--- src/rtl/ltmfd_pkg.sv ---
package ltmfd_pkg;

   // header and function letters
   localparam logic [7:0] CHR_DOLLAR = 8'h24;
   localparam logic [7:0] CHR_T      = 8'h54;
   localparam logic [7:0] CHR_A      = 8'h41;
   localparam logic [7:0] CHR_S      = 8'h53;
   localparam logic [7:0] CHR_G      = 8'h47;
   localparam logic [7:0] CHR_O      = 8'h4F;
   localparam logic [7:0] CHR_N      = 8'h4E;
   localparam logic [7:0] CHR_X      = 8'h58;
   localparam logic [7:0] XOR_ZERO   = 8'h00;

   localparam int SIZE_W = 6;

   // register reset values
   localparam logic [SIZE_W-1:0] SIZE_ATTITUDE_RST = 6'd7;
   localparam logic [SIZE_W-1:0] SIZE_STATUS_RST   = 6'd8;
   localparam logic [SIZE_W-1:0] SIZE_GPS_RST      = 6'd15;
   localparam logic              PAIR_FRAMES_RST   = 1'b1;

   // register indexes
   typedef enum logic [1:0] {
      REG_SIZE_ATTITUDE = 2'd0,
      REG_SIZE_STATUS   = 2'd1,
      REG_SIZE_GPS      = 2'd2,
      REG_PAIR_FRAMES   = 2'd3
   } ltmfd_reg_type;

   // frame type codes
   typedef enum logic [2:0] {
      FT_A = 3'd0,
      FT_S = 3'd1,
      FT_G = 3'd2,
      FT_O = 3'd3,
      FT_N = 3'd4,
      FT_X = 3'd5
   } ltmfd_ftype_type;

   typedef struct packed {
      logic [7:0] rx_byte;
   } ltmfd_req_type;

   typedef struct packed {
      logic            has_byte;
      logic [7:0]      data_byte;
      logic            frame_start;
      ltmfd_ftype_type frame_type;
      logic            frame_end;
      logic            crc_ok;
      logic            packet_end;
   } ltmfd_rsp_type;

   typedef struct packed {
      ltmfd_reg_type     reg_index;
      logic [SIZE_W-1:0] wdata;
   } ltmfd_csr_type;

   // configuration as seen by the parser
   typedef struct packed {
      logic [SIZE_W-1:0] size_attitude;
      logic [SIZE_W-1:0] size_status;
      logic [SIZE_W-1:0] size_gps;
      logic              pair_frames;
   } ltmfd_cfg_type;

endpackage

--- src/rtl/ltmfd_parser.sv ---
module ltmfd_parser (
   input  logic                    clock,
   input  logic                    reset,
   input  logic                    step,
   input  logic [7:0]              rx_byte,
   input  ltmfd_pkg::ltmfd_cfg_type cfg,
   output logic                    result_valid,
   output ltmfd_pkg::ltmfd_rsp_type result
);

   typedef enum logic [3:0] {
      PH_DOLLAR  = 4'b0001,
      PH_T       = 4'b0010,
      PH_FUNC    = 4'b0100,
      PH_PAYLOAD = 4'b1000
   } phase_type;

   phase_type                       phase_ff, phase_in;
   logic [ltmfd_pkg::SIZE_W-1:0]    left_ff, left_in;
   logic [7:0]                      xor_ff, xor_in;
   ltmfd_pkg::ltmfd_ftype_type      ctype_ff, ctype_in;
   logic                            held_ff, held_in;

   logic                            known;
   ltmfd_pkg::ltmfd_ftype_type      dec_type;
   logic [ltmfd_pkg::SIZE_W-1:0]    dec_len;
   logic [ltmfd_pkg::SIZE_W-1:0]    left_dec;
   logic [7:0]                      xor_next;
   logic                            pend;
   logic                            held_close;

   // function letter decode
   always_comb begin
      known    = 1'b1;
      dec_type = ltmfd_pkg::FT_A;
      dec_len  = cfg.size_attitude;
      unique case (rx_byte)
         ltmfd_pkg::CHR_A: begin dec_type = ltmfd_pkg::FT_A; dec_len = cfg.size_attitude; end
         ltmfd_pkg::CHR_S: begin dec_type = ltmfd_pkg::FT_S; dec_len = cfg.size_status; end
         ltmfd_pkg::CHR_G: begin dec_type = ltmfd_pkg::FT_G; dec_len = cfg.size_gps; end
         ltmfd_pkg::CHR_O: begin dec_type = ltmfd_pkg::FT_O; dec_len = cfg.size_gps; end
         ltmfd_pkg::CHR_N: begin dec_type = ltmfd_pkg::FT_N; dec_len = cfg.size_attitude; end
         ltmfd_pkg::CHR_X: begin dec_type = ltmfd_pkg::FT_X; dec_len = cfg.size_attitude; end
         default: known = 1'b0;
      endcase
   end

   // packet end decision at a frame end
   always_comb begin
      if (cfg.pair_frames) begin
         pend       = held_ff;
         held_close = ~held_ff;
      end else begin
         pend       = 1'b1;
         held_close = 1'b0;
      end
   end

   assign left_dec = left_ff - 1'b1;
   assign xor_next = xor_ff ^ rx_byte;

   // per-byte state update
   always_comb begin
      phase_in     = phase_ff;
      left_in      = left_ff;
      xor_in       = xor_ff;
      ctype_in     = ctype_ff;
      held_in      = held_ff;
      result_valid = 1'b0;
      result       = '0;
      unique case (phase_ff)
         PH_DOLLAR: begin
            if (rx_byte == ltmfd_pkg::CHR_DOLLAR) phase_in = PH_T;
         end
         PH_T: begin
            phase_in = (rx_byte == ltmfd_pkg::CHR_T) ? PH_FUNC : PH_DOLLAR;
         end
         PH_FUNC: begin
            if (!known) begin
               phase_in = PH_DOLLAR;
               if (held_ff) begin
                  held_in           = 1'b0;
                  result_valid      = 1'b1;
                  result.packet_end = 1'b1;
               end
            end else begin
               ctype_in           = dec_type;
               xor_in             = ltmfd_pkg::XOR_ZERO;
               left_in            = dec_len;
               result_valid       = 1'b1;
               result.has_byte    = 1'b1;
               result.data_byte   = rx_byte;
               result.frame_start = 1'b1;
               result.frame_type  = dec_type;
               // empty payload: start item closes the frame
               if (dec_len == '0) begin
                  phase_in          = PH_DOLLAR;
                  held_in           = held_close;
                  result.frame_end  = 1'b1;
                  result.crc_ok     = 1'b1;
                  result.packet_end = pend;
               end else begin
                  phase_in = PH_PAYLOAD;
               end
            end
         end
         PH_PAYLOAD: begin
            xor_in            = xor_next;
            left_in           = left_dec;
            result_valid      = 1'b1;
            result.has_byte   = 1'b1;
            result.data_byte  = rx_byte;
            result.frame_type = ctype_ff;
            if (left_dec == '0) begin
               phase_in          = PH_DOLLAR;
               held_in           = held_close;
               result.frame_end  = 1'b1;
               result.crc_ok     = (xor_next == ltmfd_pkg::XOR_ZERO);
               result.packet_end = pend;
            end
         end
         default: phase_in = PH_DOLLAR;
      endcase
   end

   // parser state
   always_ff @(posedge clock) begin
      if (reset) begin
         phase_ff <= PH_DOLLAR;
         left_ff  <= '0;
         xor_ff   <= '0;
         ctype_ff <= ltmfd_pkg::FT_A;
         held_ff  <= 1'b0;
      end else if (step) begin
         phase_ff <= phase_in;
         left_ff  <= left_in;
         xor_ff   <= xor_in;
         ctype_ff <= ctype_in;
         held_ff  <= held_in;
      end
   end

endmodule
--- config.mk ---
export PLATFORM = sky130hd
export DESIGN_NAME = ltmfd_parser
export DESIGN_NICKNAME = d
export VERILOG_FILES = /design/src/rtl/ltmfd_pkg.sv /design/src/rtl/ltmfd_parser.sv
export SDC_FILE = /design/constraint.sdc
export NUM_CORES = 1
export LEC_CHECK = 0
export ABC_AREA = 0
export BUFFER_PORTS_ARGS = -buffer_cell sky130_fd_sc_hd__buf_2
export CAP_MARGIN = 25
export CORE_MARGIN = 2
export CORE_UTILIZATION = 57
export CTS_CLUSTER_SIZE = 10
export DETAILED_ROUTE_END_ITERATION = 8
export PLACE_DENSITY = 0.86
export SLEW_MARGIN = 10
export SYNTH_ARGS = -nofsm -noshare
export SYNTH_HDL_FRONTEND = slang
export SYNTH_SLANG_ARGS = --single-unit
--- constraint.sdc ---
create_clock -name clock -period 3.6 [get_ports clock]
set_input_delay 0.36 -clock clock [delete_from_list [all_inputs] [get_ports clock]]
set_output_delay 0.36 -clock clock [all_outputs]
set_load 0.1 [all_outputs]
==> flow_metrics.tcl, run 1 <==
set metrics [dict create \
    worst_ep_arrival_time_ns 2.71 \
    leakage_nw 0.7662 \
    skew_ns 0.002939 \
    cp_max_fo 13 \
    endpoint_kind "output pin" \
    io_pins 47 \
    grt_pass1_wl_mm 7.845 \
    cts_made_buffers 3 \
    cts.sinks 22 \
    drive_above_1_share_pct 26.10 \
    start_util_pct 58.95 \
    grt_pass1_vias 1791 \
    powerDensity_mw_per_mm2 228.6 \
    maxSlewHeadroom_pct 51.11 \
    hold_path_class "primary input to register" \
    r2r_cells 8 \
    gp_congestion 0.8479 \
    drc_errors 0 \
    fin_crit_sh_pct 85.37 \
    clk_pin_slew_worst_paths_ns 0.14 \
    n_fill_cell 263 \
    grt-ovfl-total 0 \
    ant_nets 0 \
    drtPass1Iterations 4 \
    cts_setup_buffers 0 \
    synth-seq-cells 22 \
    num_vias 1939 \
    avgRoutedWirePerCell_um 15.52 \
    worst_pin_slew_ns 0.7306 \
    async_reset_ff_share_pct 0 \
    r2r-start "left_ff[0]$_SDFFE_PP0P_" \
    fp-row-count 20 \
    insertion_delay_ns 0.33 \
    mappedNetlistArea_mm2 0.001755 \
    grt_antenna_before_repair 0 \
    htree_levels 1 \
    fmax_ghz 0.3254 \
    drv_cap 0 \
    place_hpwl_mm 3.443 \
    regArea_um2 440.4 \
    die_x_um 59.50 \
    final_max_slew_viol_count 0 \
    setup_violations 0 \
    fin_cells 305 \
    synthCells 232 \
    ys_seq_area_share_pct 25.09 \
    place_inst 301 \
    tritoncts "built" \
    io_buffers 46 \
    area_delta_synth_final_pct 16.25 \
    reg2reg_slack_ns 1.27 \
    hold_ws_ns 0.3585 \
    root_buffer "clkbuf_4" \
    most-common-layout-cells "buf_2 (46), a21oi_1 (27), nor2_1 (23)" \
    core_mm2 0.002978 \
    rsz0062_at_grt "false" \
    final_common_cell "buf_2" \
    min_period_ns 3.073 \
    status "finished, final reports clean" \
    irDropWorstVdd_mv 0.1270 \
    holdPathEnd "xor_ff[5]$_SDFFE_PP0P_" \
    dieArea_mm2 0.003540 \
    ctsResizeCount 0 \
    yosysUniqueCellTypes 53 \
    multi_input_area_mm2 0.001251 \
    wl_mm 4.734 \
    min_from "rx_byte[5]" \
    die_h_um 59.50 \
    finalHoldViolations 0 \
    cts_hold_buffers 0 \
    via_per_inst 6.357 \
    yosysWarnings 0 \
    global_route.usage.total_pct 28.60 \
    critPathKind "primary input to output pin" \
    diodes 0 \
    r2r_end "held_ff$_SDFFE_PP0P_" \
    ys.flop_type "dfxtp_1" \
    cts_max_path_buffers 2 \
    grt_start_max_net_pins 25 \
    holdPathStages 3 \
    final_nets 305 \
    synth_nets 264 \
    cp.required_ns 3.24 \
    drt_iter0_drc 102 \
    syn_area_per_cell_um2 7.567 \
    synth_edf_count 0 \
    crit_path_start_kind "primary input" \
]
power by group:
group | switching [mW] | total [mW] | internal (mW)
logic | 0.0394 | 0.0696 | 0.0302
registers | 0.000363 | 0.244 | 0.244
clock network | 0.0907 | 0.153 | 0.0621
cells by family after synthesis:
kind of cell,Yosys count,synth area share (%)
buffers and inverters,19,4.491
xor gates and xnor gates,10,4.990
AOI/OAI and AO/OA,80,30.58
and+or+nand+nor,96,31.65
muxes,3,1.782
DFF,22,25.09
adders and majority gates,2,1.425
synthesized netlist by cell type, drive strengths merged, types with 2 or more instances:
cell | instances | share of area [%]
o22ai | 2 | 0.71
and2 | 3 | 1.1
o31ai | 2 | 0.86
nand3 | 5 | 1.4
nor3 | 10 | 2.9
dfxtp | 22 | 25
nand3b | 3 | 1.3
nand4 | 2 | 0.71
inv | 7 | 1.5
o2bb2ai | 2 | 1.0
a22oi | 3 | 1.3
nor2 | 24 | 5.3
or3b | 3 | 1.5
o21a | 3 | 1.3
mux2i | 2 | 1.1
nor2b | 9 | 3.2
xor2 | 9 | 4.5
nor4 | 5 | 2.6
nand2 | 15 | 3.2
a21oi | 27 | 7.7
or4b | 3 | 1.7
nand2b | 2 | 0.71
or4 | 2 | 0.86
o21ai | 19 | 5.4
nor3b | 2 | 1.1
ha | 2 | 1.4
nor4b | 5 | 2.9
clkbuf | 6 | 1.3
buf | 6 | 1.7
a221oi | 2 | 1.0
a22o | 9 | 4.5
worst max-delay path, cell delays in order:
cell	delay, ns
buf_2	0.21
nor3b_2	0.50
o2bb2ai_1	0.20
a31oi_2	0.22
or2_2	0.36
inv_1	0.10
nor2_1	0.17
nor2b_2	0.15
buf_2	0.43
state kept, by name (all words and copies together) (netlist names):
register  flops
left_ff       6
ctype_ff      3
xor_ff        8
held_ff       1
phase_ff      4
per-layer routing:
metal	global-route usage, %	part of all wire, %
met1	33.42	39
met2	51.33	51
met3	3.057	6.7
met4	13.97	3.2
met5	0	0
how the worst max path moves through the flow:
stage	startpoint	endpoint	slack (ns)	cells after the start
global placement	rx_byte[4]	result[8]	0.66	9
floorplan	rx_byte[3]	result[10]	-0.12	7
detailed placement	rx_byte[4]	result[13]	0.56	9
CTS	rx_byte[4]	result[13]	0.56	9
global route	left_ff[0]$_SDFFE_PP0P_	result[0]	0.20	8
finish	rx_byte[4]	result[13]	0.53	9
cell type report:
cell class / instances / area share (%)
Tap cell: 33 / 2.023
Sequential cell: 22 / 21.58
Inverter: 7 / 1.288
Multi-Input combinational cell: 191 / 61.31
Timing Repair Buffer: 48 / 12.02
Clock buffer: 4 / 1.778
through the flow:
stage	setup TNS, ns	utilization [%]	instance area (um2)	setup slack, ns	power (mW)
floorplan	-0.7111	-	1770	-0.1185	0.2894
global placement	0	67.31	2004	0.6578	0.3174
detailed placement	0	67.31	2004	0.5590	0.3179
CTS	0	68.53	2041	0.5628	0.4657
global route	0	68.53	2041	0.2027	0.4847
finish	0	68.53	2041	0.5266	0.4664
No activity file was read; power rests on OpenSTA's default activity.
==> run 2, diff against run 1 <==
- CORE_UTILIZATION: 57 -> 53
- PLACE_DENSITY: 0.86 -> 0.8
- clock period: 3.6 -> 3 ns (I/O delays scaled with it)
==> flow_metrics.tcl, run 2 (synthesized netlist as in run 1, its figures left out) <==
set metrics [dict create \
    root_buffer "clkbuf_4" \
    setup_ws_ns 0.2360 \
    powerDensity_mw_per_mm2 229.5 \
    final_max_slew_viol_count 0 \
    p_int_uw 377.0 \
    top_register "xor_ff" \
    final_common_cell "buf_2" \
    cts_made_buffers 3 \
    area_delta_synth_final_pct 28.37 \
    reg2reg_slack_ns 0.65 \
    r2r_end "left_ff[4]$_SDFFE_PP0P_" \
    path_cells "inv_1 -> ha_1 -> xor2_1 -> nor4b_1 -> nand3_1 -> a21oi_1 -> o21a_1 -> buf_12" \
    fp-row-count 20 \
    switching_power_uw 140.1 \
    skew_ns 0.008573 \
    combPwrFrac_pct 16.7 \
    global_route.usage.total_pct 26.92 \
    fmax_ghz 0.3618 \
    cp.buffers_inverters 2 \
    final_nets 307 \
    cts_setup_buffers 0 \
    gp_congestion 0.9063 \
    total_power_uw 517.2 \
    drv_cap 0 \
    irDropWorstVdd_mv 0.2328 \
    die_h_um 61.55 \
    placed_cell_area_mm2 0.002231 \
    r2r_cells 6 \
    clk_pin_slew_worst_paths_ns 0.12 \
    grt_pass1_vias 1848 \
    design_area_mm2 0.002253 \
    drtPass1Iterations 4 \
    reg_top3 "xor_ff (8), left_ff (6), phase_ff (4)" \
    place_hpwl_mm 3.666 \
    htree_levels 1 \
    start_util_pct 56.57 \
    ctsResizeCount 0 \
    cp_max_fo 4 \
    worst_pin_slew_ns 0.5841 \
    tritoncts "built" \
    core_mm2 0.003103 \
    cp.depth 8 \
    insertion_delay_ns 0.31 \
    place_ws_ns 0.3309 \
    grt_antenna_before_repair 0 \
    grt_start_max_net_pins 25 \
    cts_hold_buffers 0 \
    cp-startpoint "left_ff[0]$_SDFFE_PP0P_" \
    cts.sinks 22 \
    setup_violations 0 \
    drive_above_1_share_pct 27.47 \
    cpMaxStageDelayCell "nor4b_1" \
    wl_mm 4.830 \
    cts_max_path_buffers 2 \
    critPathKind "register to output pin" \
    io_buffers 46 \
    clockPowerShare_pct 26.7 \
    endpoint_kind "output pin" \
    min_period_ns 2.764 \
    r2r-start "phase_ff[3]$_SDFFE_PP0P_" \
    critical_path.endpoint "result[0]" \
    fin_crit_sh_pct 92.13 \
    via_per_inst 6.110 \
    maxSlewHeadroom_pct 60.51 \
    io_pins 47 \
    die_x_um 61.55 \
    drc_errors 0 \
    rsz0062_at_grt "false" \
    cp_slowest_stage_delay_ns 0.51 \
    hold_ws_ns 0.3390 \
    drt_iter0_drc 118 \
    sequentialPowerShare_pct 56.6 \
    grt_pass1_wl_mm 7.831 \
    crit_path_start_kind "register" \
    grt-ovfl-total 0 \
    ant_nets 0 \
    num_vias 1937 \
    most-common-layout-cells "buf_2 (36), a21oi_1 (27), nor2_1 (22), dfxtp_1 (22), o21ai_0 (17)" \
    finalHoldViolations 0 \
    hold_path_class "primary input to register" \
    setup_tns_ns 0 \
    leakage_nw 0.8080 \
    avgRoutedWirePerCell_um 15.24 \
    status "finished, final reports clean" \
    worst_ep_arrival_time_ns 2.46 \
    diodes 0 \
    swShare_pct 27.10 \
    crit_family "simple AND/OR/NAND/NOR gates" \
    dieArea_mm2 0.003788 \
    cp.required_ns 2.70 \
    largest_reg_flops 8 \
]
==> run 2: worst min path at each step <==
| stage | startpoint | endpoint | slack [ns] | cells after the start |
|---|---|---|---|---|
| after floorplan | left_ff[1]$_SDFFE_PP0P_ | left_ff[1]$_SDFFE_PP0P_ | 0.44 | 2 |
| after global routing | step | phase_ff[1]$_SDFFE_PP0P_ | 0.36 | 3 |
| after global placement | left_ff[1]$_SDFFE_PP0P_ | left_ff[1]$_SDFFE_PP0P_ | 0.46 | 2 |
| final | step | phase_ff[1]$_SDFFE_PP0P_ | 0.34 | 3 |
| after detailed placement | left_ff[1]$_SDFFE_PP0P_ | left_ff[1]$_SDFFE_PP0P_ | 0.48 | 2 |
| after CTS | step | phase_ff[1]$_SDFFE_PP0P_ | 0.33 | 3 |
==> run 2: layout make-up <==
class	instances	area (um2)
Multi-Input combinational cell	191	1295
Fill cell	271	849.6
Sequential cell	22	440.4
Timing Repair Buffer	50	410.4
Tap cell	44	55.05
Inverter	7	30.03
Clock buffer	3	22.52
==> run 2: worst reg2reg max path, delay by kind of cell, from the launching register on <==
kind,cells,cell delay [ns]
compound gates,2,0.50
buf+inv,1,0.26
simple gates,3,1.01
flops,1,0.52
==> run 2: layer usage <==
metal  wire length, um  vias to the layer above  GRT usage, %
li1                  -                      953             -
met1              2092                      943         32.23
met2              2518                       33         50.23
met3               178                        8         5.462
met4                40                        0         3.951
met5                 0                        -             0
==> run 2: through the flow <==
stage | cells | utilization (%)
4_1_cts | 317 | 72.62
6_report | 317 | 72.62
3_5_place_dp | 314 | 71.90
2_1_floorplan | 232 | -
5_1_grt | 317 | 72.62
3_3_place_gp | 314 | 71.90
==> run 2: power groups by stage <==
stage / sequential, mW / clock (mW) / combinational, mW
6_report: 0.293 / 0.138 / 0.0862
3_5_place_dp: 0.299 / 0 / 0.0852
3_3_place_gp: 0.299 / 0 / 0.0840
2_1_floorplan: 0.299 / 0 / 0.0499
4_1_cts: 0.293 / 0.139 / 0.0854
5_1_grt: 0.293 / 0.146 / 0.0944
==> run 3, diff against run 2 <==
- CORE_UTILIZATION: 53 -> 40
- PLACE_DENSITY: 0.8 -> 0.65
==> flow_metrics.tcl, run 3 (synthesized netlist as in run 1, its figures left out) <==
set metrics [dict create \
    hold_path_class "primary input to register" \
    top_register "xor_ff" \
    global_route.usage.total_pct 20.08 \
    setup_violations 0 \
    area_delta_synth_final_pct 30.72 \
    cts.sinks 22 \
    drtPass1Iterations 4 \
    dieArea_mm2 0.004934 \
    htree_levels 1 \
    reg2reg_slack_ns 0.74 \
    reg_top3 "xor_ff (8), left_ff (6), phase_ff (4)" \
    setup_tns_ns 0 \
    r2r-start "phase_ff[2]$_SDFFE_PP0P_" \
    r2r_cells 6 \
    start_util_pct 40.88 \
    maxSlewHeadroom_pct 62.33 \
    sequentialPowerShare_pct 48.4 \
    cp.required_ns 2.70 \
    grt_pass1_vias 1754 \
    fmax_ghz 0.3694 \
    fp-row-count 24 \
    holdPathStages 3 \
    r2r_end "held_ff$_SDFFE_PP0P_" \
    total_power_uw 604.1 \
    fin_cells 325 \
    cts_max_path_buffers 2 \
    largest_reg_flops 8 \
    critical_path.endpoint "result[7]" \
    grt_pass1_wl_mm 8.086 \
    die_h_um 70.25 \
    critPathKind "primary input to output pin" \
    place_hpwl_mm 3.698 \
    via_per_inst 5.806 \
    gp_congestion 0.8973 \
    rsz0062_at_grt "false" \
    switching_power_uw 157.1 \
    clk_pin_slew_worst_paths_ns 0.08 \
    min_from "step" \
    irDropWorstVdd_mv 0.1607 \
    io_pins 47 \
    swShare_pct 26.00 \
    clockPowerShare_pct 37.3 \
    worst_pin_slew_ns 0.5572 \
    endpoint_kind "output pin" \
    most-common-layout-cells "buf_2 (36), a21oi_1 (27), nor2_1 (22), dfxtp_1 (22), o21ai_0 (17)" \
    ant_nets 0 \
    tritoncts "built" \
    place_inst 321 \
    combPwrFrac_pct 14.3 \
    leakage_nw 0.8176 \
    worst_ep_arrival_time_ns 2.41 \
    grt_start_max_net_pins 25 \
    powerDensity_mw_per_mm2 263.3 \
    setup_ws_ns 0.2931 \
    status "finished, final reports clean" \
    num_vias 1887 \
    die_x_um 70.25 \
    placed_cell_area_mm2 0.002233 \
    grt_antenna_before_repair 0 \
    final_max_slew_viol_count 0 \
    fin_crit_sh_pct 90.23 \
    cp-startpoint "rx_byte[4]" \
    drt_iter0_drc 121 \
    skew_ns 0.006920 \
    cts_made_buffers 3 \
    core_mm2 0.004294 \
    insertion_delay_ns 0.27 \
    avgRoutedWirePerCell_um 15.17 \
    drc_errors 0 \
    crit_path_start_kind "primary input" \
    place_ws_ns 0.3055 \
    p_int_uw 447.0 \
    drive_above_1_share_pct 27.84 \
    final_common_cell "buf_2" \
    min_period_ns 2.707 \
    drv_cap 0 \
    diodes 0 \
    design_area_mm2 0.002295 \
    final_nets 306 \
    io_buffers 46 \
    finalHoldViolations 0 \
    cp_max_fo 13 \
    wl_mm 4.930 \
    grt-ovfl-total 0 \
    root_buffer "clkbuf_8" \
]
[run 3: cell types whose count changed in the layout (fill, tap and decap cells not counted)]
cell / before / now
buf_4: 4 / 3
clkbuf_4: 3 / 0
clkbuf_8: 0 / 4
nor4b_1: 4 / 3
nor4b_2: 1 / 2
[run 3: through the flow]
stage / hold WS (ns) / util [%]
after global routing: 0.4016 / 53.44
after detailed placement: 0.4722 / 52.01
after CTS: 0.3771 / 53.29
after global placement: 0.4696 / 52.01
final: 0.3806 / 53.44
after floorplan: 0.4450 / -
[run 3: what timing repair did]
item,4_1_cts,5_1_grt
gates resized for setup,0,1
hold buffers,0,0
endpoints found under the setup margin,0,1
setup buffers,0,0
[run 3: power groups by stage]
stage | clock network (mW) | logic, mW | registers, mW
finish | 0.225 | 0.0867 | 0.292
floorplan | 0 | 0.0499 | 0.299
global placement | 0 | 0.0852 | 0.299
detailed placement | 0 | 0.0864 | 0.299
CTS | 0.230 | 0.0868 | 0.292
global route | 0.241 | 0.0953 | 0.292
[run 3: layout make-up]
| class | count | area, um2 |
|---|---|---|
| multi-input cells | 191 | 1301 |
| fillers | 424 | 1999 |
| clock buffers | 4 | 55.05 |
| repair buffers | 49 | 402.9 |
| well taps | 52 | 65.06 |
| flip-flops and latches | 22 | 440.4 |
| inverters | 7 | 30.03 |
[run 3: worst max-delay path, stage by stage]
cell and delay (ns):
buf_2 0.21, nor3b_2 0.49, o2bb2ai_1 0.20, a31oi_2 0.22, or2_2 0.37, inv_1 0.15
nor2_4 0.12, nor2b_4 0.16, buf_12 0.18
[run 3: layer usage]
layer  global-route usage (%)  routed length (um)
met1                    26.62                2203
met2                    32.91                2464
met3                    3.752                 224
met4                    6.197                  37
met5                        0                   0
[run 3: worst min-delay path by stage]
stage,end
after detailed placement,left_ff[1]$_SDFFE_PP0P_
after floorplan,left_ff[1]$_SDFFE_PP0P_
final,phase_ff[1]$_SDFFE_PP0P_
after global routing,xor_ff[5]$_SDFFE_PP0P_
after global placement,ctype_ff[1]$_SDFFE_PP0P_
after CTS,xor_ff[5]$_SDFFE_PP0P_
